$ cat src/design/smac_pkg.sv
// Types and constants for the systolic MAC array step unit.
// No dependencies; imported by the cell, the top level and the checker.
package smac_pkg;

    localparam int ROW_W   = 3;
    localparam int COL_W   = 3;
    localparam int DATA_W  = 8;
    localparam int SUM_W   = 32;
    localparam int SLOT_W  = 8;
    localparam int IDLE_W  = 7;
    localparam int VEC_W   = 64;

    localparam logic ACTION_LOAD = 1'b0;
    localparam logic ACTION_STEP = 1'b1;

    typedef struct packed {
        logic                     action;
        logic [ROW_W-1:0]         weight_row;
        logic [COL_W-1:0]         weight_col;
        logic signed [DATA_W-1:0] weight_value;
        logic [VEC_W-1:0]         row_inputs;
    } t_smac_in;

    typedef struct packed {
        logic [COL_W-1:0]        column;
        logic signed [SUM_W-1:0] column_sum;
        logic                    stored;
        logic [SLOT_W-1:0]       slot;
        logic                    slot_overflow;
        logic [IDLE_W-1:0]       idle_cells;
        logic                    done_res;
        logic                    last;
    } t_smac_out;

    typedef struct packed {
        logic step;
        logic load;
    } t_smac_cell_ctl;

endpackage

$ cat src/design/smac_cell.sv
// One weight-stationary multiply-accumulate cell: weight and partial sum registers.
// Depends on smac_pkg.
module smac_cell (
    input  logic                            i_clk,
    input  logic                            i_rst_n,
    input  smac_pkg::t_smac_cell_ctl        i_ctl,
    input  logic signed [smac_pkg::DATA_W-1:0] i_weight,
    input  logic signed [smac_pkg::DATA_W-1:0] i_act,
    input  logic [smac_pkg::SUM_W-1:0]      i_sum,
    output logic [smac_pkg::SUM_W-1:0]      o_upd,
    output logic                            o_idle
);
    import smac_pkg::*;

    logic signed [DATA_W-1:0]   r_w;
    logic [SUM_W-1:0]           r_s;
    logic signed [2*DATA_W-1:0] prod;

    always_ff @(posedge i_clk) begin
        if (!i_rst_n) begin
            r_w <= '0;
            r_s <= '0;
        end else begin
            if (i_ctl.load) begin
                r_w <= i_weight;
            end
            if (i_ctl.step) begin
                r_s <= i_sum;
            end
        end
    end

    always_comb begin
        prod   = i_act * r_w;
        o_upd  = r_s + SUM_W'(prod);
        o_idle = (i_act == '0) || (r_w == '0);
    end

endmodule

$ cat config.mk
export PLATFORM = sky130hd
export DESIGN_NAME = smac_cell
export DESIGN_NICKNAME = d
export VERILOG_FILES = /design/src/design/smac_pkg.sv /design/src/design/smac_cell.sv
export SDC_FILE = /design/constraint.sdc
export NUM_CORES = 1
export LEC_CHECK = 0
export BUFFER_PORTS_ARGS = -buffer_cell sky130_fd_sc_hd__buf_2
export CAP_MARGIN = 20
export CORE_MARGIN = 2
export CORE_UTILIZATION = 37
export DETAILED_ROUTE_END_ITERATION = 16
export PLACE_DENSITY = 0.67
export SLEW_MARGIN = 30
export SYNTH_ARGS = -nofsm -noshare
export SYNTH_HDL_FRONTEND = slang
export SYNTH_SLANG_ARGS = --single-unit
$ cat constraint.sdc
create_clock -name i_clk -period 11.9 [get_ports i_clk]
set_input_delay 2.38 -clock i_clk [delete_from_list [all_inputs] [get_ports i_clk]]
set_output_delay 2.38 -clock i_clk [all_outputs]
set_load 0.05 [all_outputs]
Word level (Yosys, flattened, before mapping)
Cells that the tools add are included.
Widths: inputs -> output; s select.
- register bits after elaboration: 40
- bits of input ports: 52
- output and inout port bits: 33
- word-level logic and storage cells: 7
- $add $sub $neg: 1
- $mul: 1
- reduce and logical (&&, ||, !) cells: 3
- operator list (cell ; number):
    $add 32x32->32 ; 1
    $logic_not 8->1 ; 2
    $mul 8x8->16 ; 1
    $logic_or 1x1->1 ; 1

Depth between registers and ports, before layout
- word-level depth: 2
- gate-level depth with buffers: 26
- mapped depth without buffers: 25

Least setup slack after synthesis
No wires, ideal clock.
- path kind: input -> output
- start: in i_act[7] (netlist name)
- end: out o_upd[28] (netlist name)
- arrival time: 9564 ps
- required time: 9520 ps
- slack: -44 ps
- stages on the path: 23
- path buffers: 0
- cells stage by stage: and2_1 -> ha_1 -> inv_1 -> fa_1 -> inv_1 -> fa_1 -> inv_1 -> fa_1 -> inv_1 -> ha_1 -> or3_1 -> o2111ai_1 -> o22ai_1 -> o41a_1 -> xnor2_1 -> ha_1 -> a21o_1 -> a21o_1 -> a21o_1 -> a2bb2oi_2 -> a21oi_2 -> o2111a_1 -> a311oi_1
- longest elaborated chain between the ends: 2
- RTL lines (item ; RTL line ; RTL):
    start, declared ; smac_cell.sv:8 ; input logic signed [smac_pkg::DATA_W-1:0] i_act,
    $mul 8x8->16 ; smac_cell.sv:34 ; prod = i_act * r_w;
    $add 32x32->32 ; smac_cell.sv:35 ; o_upd = r_s + SUM_W'(prod);
    end, declared ; smac_cell.sv:10 ; output logic [smac_pkg::SUM_W-1:0] o_upd,
No other way between the ends.

Worst setup path in the final report
- start: in i_act[7] (netlist name)
- end: out o_upd[31] (netlist name)
The elaborated chain is that of the path after synthesis.

==> flow_results.xml <==
<?xml version="1.0" encoding="UTF-8"?>
<metrics>
  <group name="outcome">
    <metric name="outcome" unit="">completed</metric>
  </group>
  <group name="clock_tree">
    <metric name="number_of_buffers_created_by_cts" unit="">5</metric>
    <metric name="clock-sinks" unit="">40</metric>
    <metric name="cts_hold_buffers" unit="">0</metric>
    <metric name="clockRootBuffer" unit="">clkbuf_16</metric>
    <metric name="tritoncts_clock_tree" unit="">built</metric>
    <metric name="clk_pin_slew" unit="ns">0.06</metric>
    <metric name="worst_skew_pair.late_latency" unit="ns">0.30</metric>
    <metric name="ctsLongestPathBuffers" unit="">2</metric>
    <metric name="cts_max_level" unit="">2</metric>
  </group>
  <group name="floorplan">
    <metric name="rows" unit="">45</metric>
    <metric name="die_w" unit="um">128</metric>
    <metric name="core_area" unit="um2">15100</metric>
    <metric name="die_footprint" unit="um2">16500</metric>
    <metric name="dieHeight" unit="um">128</metric>
    <metric name="floorplan.initialDensity" unit="%">37.8</metric>
    <metric name="num_io_pins" unit="">85</metric>
  </group>
  <group name="placed_design">
    <metric name="gp_congestion" unit="">0.862</metric>
    <metric name="io_buffers" unit="">84</metric>
    <metric name="detailed_place_hpwl" unit="um">10200</metric>
  </group>
  <group name="synth">
    <metric name="ys_seq_elements" unit="">40</metric>
    <metric name="post_synth_most_frequent_cells" unit="">100 x inv_1, 62 x ha_1, 56 x fa_1</metric>
    <metric name="netlist_instances" unit="">653</metric>
    <metric name="top_reg_cell_synth" unit="">dfxtp_1</metric>
    <metric name="synth_top_cells_by_area" unit="">fa_1 20%, dfxtp_1 14%, ha_1 14%</metric>
    <metric name="synthDistinctLibCells" unit="">56</metric>
    <metric name="ys_async_sr_fraction" unit="%">0</metric>
    <metric name="syn-mean-instance-area" unit="um2">8.77</metric>
    <metric name="number_of_synthesized_flops_with_an_enable_pin" unit="">0</metric>
    <metric name="yosysMostFrequentCell" unit="">inv_1</metric>
    <metric name="yosysWarnings" unit="">0</metric>
    <metric name="synth_largest_type_area_fraction" unit="%">19.6</metric>
    <metric name="synth_sequential_area_ratio" unit="%">14.0</metric>
    <metric name="yosysTopAreaCell" unit="">fa_1</metric>
    <metric name="mappedNetlistArea" unit="um2">5730</metric>
    <metric name="syn-num-nets" unit="">823</metric>
  </group>
  <group name="timing">
    <metric name="setup_viol" unit="">0</metric>
    <metric name="fmax" unit="MHz">89.1</metric>
    <metric name="final.hold.worst_slack" unit="ns">0.528</metric>
    <metric name="clock_skew" unit="ns">0</metric>
    <metric name="worst_slew_margin_rel" unit="%">57.1</metric>
    <metric name="period_needed" unit="ns">11.22</metric>
    <metric name="final_hold_viol_count" unit="">0</metric>
    <metric name="final-max-slew-violation-count" unit="">0</metric>
    <metric name="share_of_the_cycle_needed_by_the_critical_path_after_routing" unit="%">94.3</metric>
    <metric name="tightestPinTransition" unit="ns">0.643</metric>
    <metric name="totalNegativeSetupSlack" unit="ns">0</metric>
    <metric name="rsz_0062_raised_after_global_routing" unit="">no</metric>
  </group>
  <group name="drt">
    <metric name="pre_repair_dr_iteration_count" unit="">4</metric>
    <metric name="vias_per_cell" unit="">5.00</metric>
    <metric name="dr.first_iter.drc_count" unit="">130</metric>
    <metric name="drc" unit="">0</metric>
    <metric name="route.detailed.wl_per_inst" unit="um">13.7</metric>
    <metric name="routed_wirelength" unit="um">12600</metric>
    <metric name="antenna_violating_nets_post_route" unit="">0</metric>
    <metric name="vias" unit="">4587</metric>
  </group>
  <group name="worst_setup_path">
    <metric name="setup.worst_path.start_class" unit="">input pin</metric>
    <metric name="cp.required" unit="ns">9.52</metric>
    <metric name="worstPathArrival" unit="ns">8.84</metric>
    <metric name="cp_max_fo" unit="">10</metric>
    <metric name="cpPeakStageDelay" unit="ns">0.54</metric>
    <metric name="worst_setup_path_end_kind" unit="">output pin</metric>
    <metric name="critical_path.slowest_cell" unit="">fa_1</metric>
    <metric name="critPathKind" unit="">in -&gt; out</metric>
    <metric name="critical_path.most_common_cell" unit="">inv_1</metric>
  </group>
  <group name="pwr">
    <metric name="static-leakage-power" unit="uW">0.00331</metric>
    <metric name="power.ir.vdd_worst" unit="mV">0.211</metric>
    <metric name="post-layout-total-power" unit="uW">1380</metric>
    <metric name="powerDensity" unit="nW/um2">211</metric>
  </group>
  <group name="worst_hold_path">
    <metric name="worst_hold_path_type" unit="">reg -&gt; reg</metric>
  </group>
  <group name="cells_and_area">
    <metric name="layout-drive-gt1-share" unit="%">14.8</metric>
    <metric name="num-nets-final" unit="">898</metric>
    <metric name="layout-area-overhead-vs-synth" unit="%">14.0</metric>
  </group>
  <group name="grt">
    <metric name="global_route.usage.total" unit="%">15.9</metric>
    <metric name="grt_max_degree" unit="">41</metric>
    <metric name="grt_pass1_vias" unit="">4576</metric>
    <metric name="grt_first_pass_wirelength" unit="um">21200</metric>
    <metric name="number_of_antenna_violations_at_the_first_check_in_global_routing" unit="">2</metric>
    <metric name="grt_overflow_total" unit="">0</metric>
  </group>
  <group name="flow_run">
    <metric name="drv.max_cap_violation_count" unit="">0</metric>
  </group>
</metrics>
==> layer usage <==
metal  up-vias  track usage, %  share of wire [%]
li1       2304               -                  -
met1      2191            20.6                 46
met2        82            27.5                 49
met3        10            2.74                4.2
met4         0            4.07                1.2
met5         -               0                  0
==> timing repair <==
action,in CTS,in global routing
setup buffers,0,0
endpoints found under the setup margin,0,2
resized for setup,0,1
==> stage by stage <==
step	cell area, um2	util [%]	std cells	setup slack [ns]
final	6530	43.1	918	0.677
after global routing	6530	43.1	917	0.0637
after CTS	6520	43.0	917	0.506
after detailed placement	6340	41.9	909	0.532
after global placement	6340	41.9	909	0.619
after floorplan	5740	-	653	0.0503
==> worst max-delay path, delay by kind of cell <==
kind	cells	cell delay (ns)
AND/OR/NAND/NOR	4	0.77
AO/OA/AOI/OAI	7	1.59
XOR/XNOR	2	0.50
adder cells (fa/ha/maj)	6	2.63
buffers and inverters	7	0.95
==> layout by cell type, fill, tap and decap left out, drive strengths merged, types with 6 or more instances in the layout <==
cell type	count
a21oi	34
xnor2	36
inv	100
and3	9
fa	56
mux2i	41
a21o	14
and2	47
xor2	6
dfxtp	40
nand3	9
o21ai	13
buf	85
nor3	7
nor2b	50
nand2	34
ha	62
nor2	18
==> cell families after synthesis <==
kind of cell	count (synthesis)	synth area share, %
muxes	42	7.36
and+or+nand+nor	190	18.4
buffers and inverters	117	7.69
xor gates and xnor gates	42	6.42
adders and majority gates	118	33.1
AOI/OAI and AO/OA	104	13.0
DFF	40	14.0
==> final timing paths <==
kind,startpoint,to,slack [ns],cells after the start
worst max-delay path,i_act[7],o_upd[31],0.68,26
worst min-delay path,r_s[25],r_s[25],0.53,2
worst max register to register,r_w[7],r_w[7],11.04,2
worst min register to register,r_s[25],r_s[25],0.53,2
==> sequential cells by signal (all words and copies together) (netlist names) <==
name	count
r_s	32
r_w	8
==> final cells by class <==
class,count,area (um2)
clock buffers,5,125
repair buffers,85,430
clock inverters,3,47.5
inverters,100,375
diodes,1,2.50
flip-flops and latches,40,801
fillers,1537,8620
well taps,188,235
multi-input cells,496,4510
==> power breakdown <==
group | leakage [uW] | switching [uW] | internal (uW)
registers | 0.000330 | 8.84 | 142
clock network | 0.0000840 | 65.4 | 99.9
logic | 0.00290 | 733 | 329
Note: power is estimated with default switching activity, not from simulation.
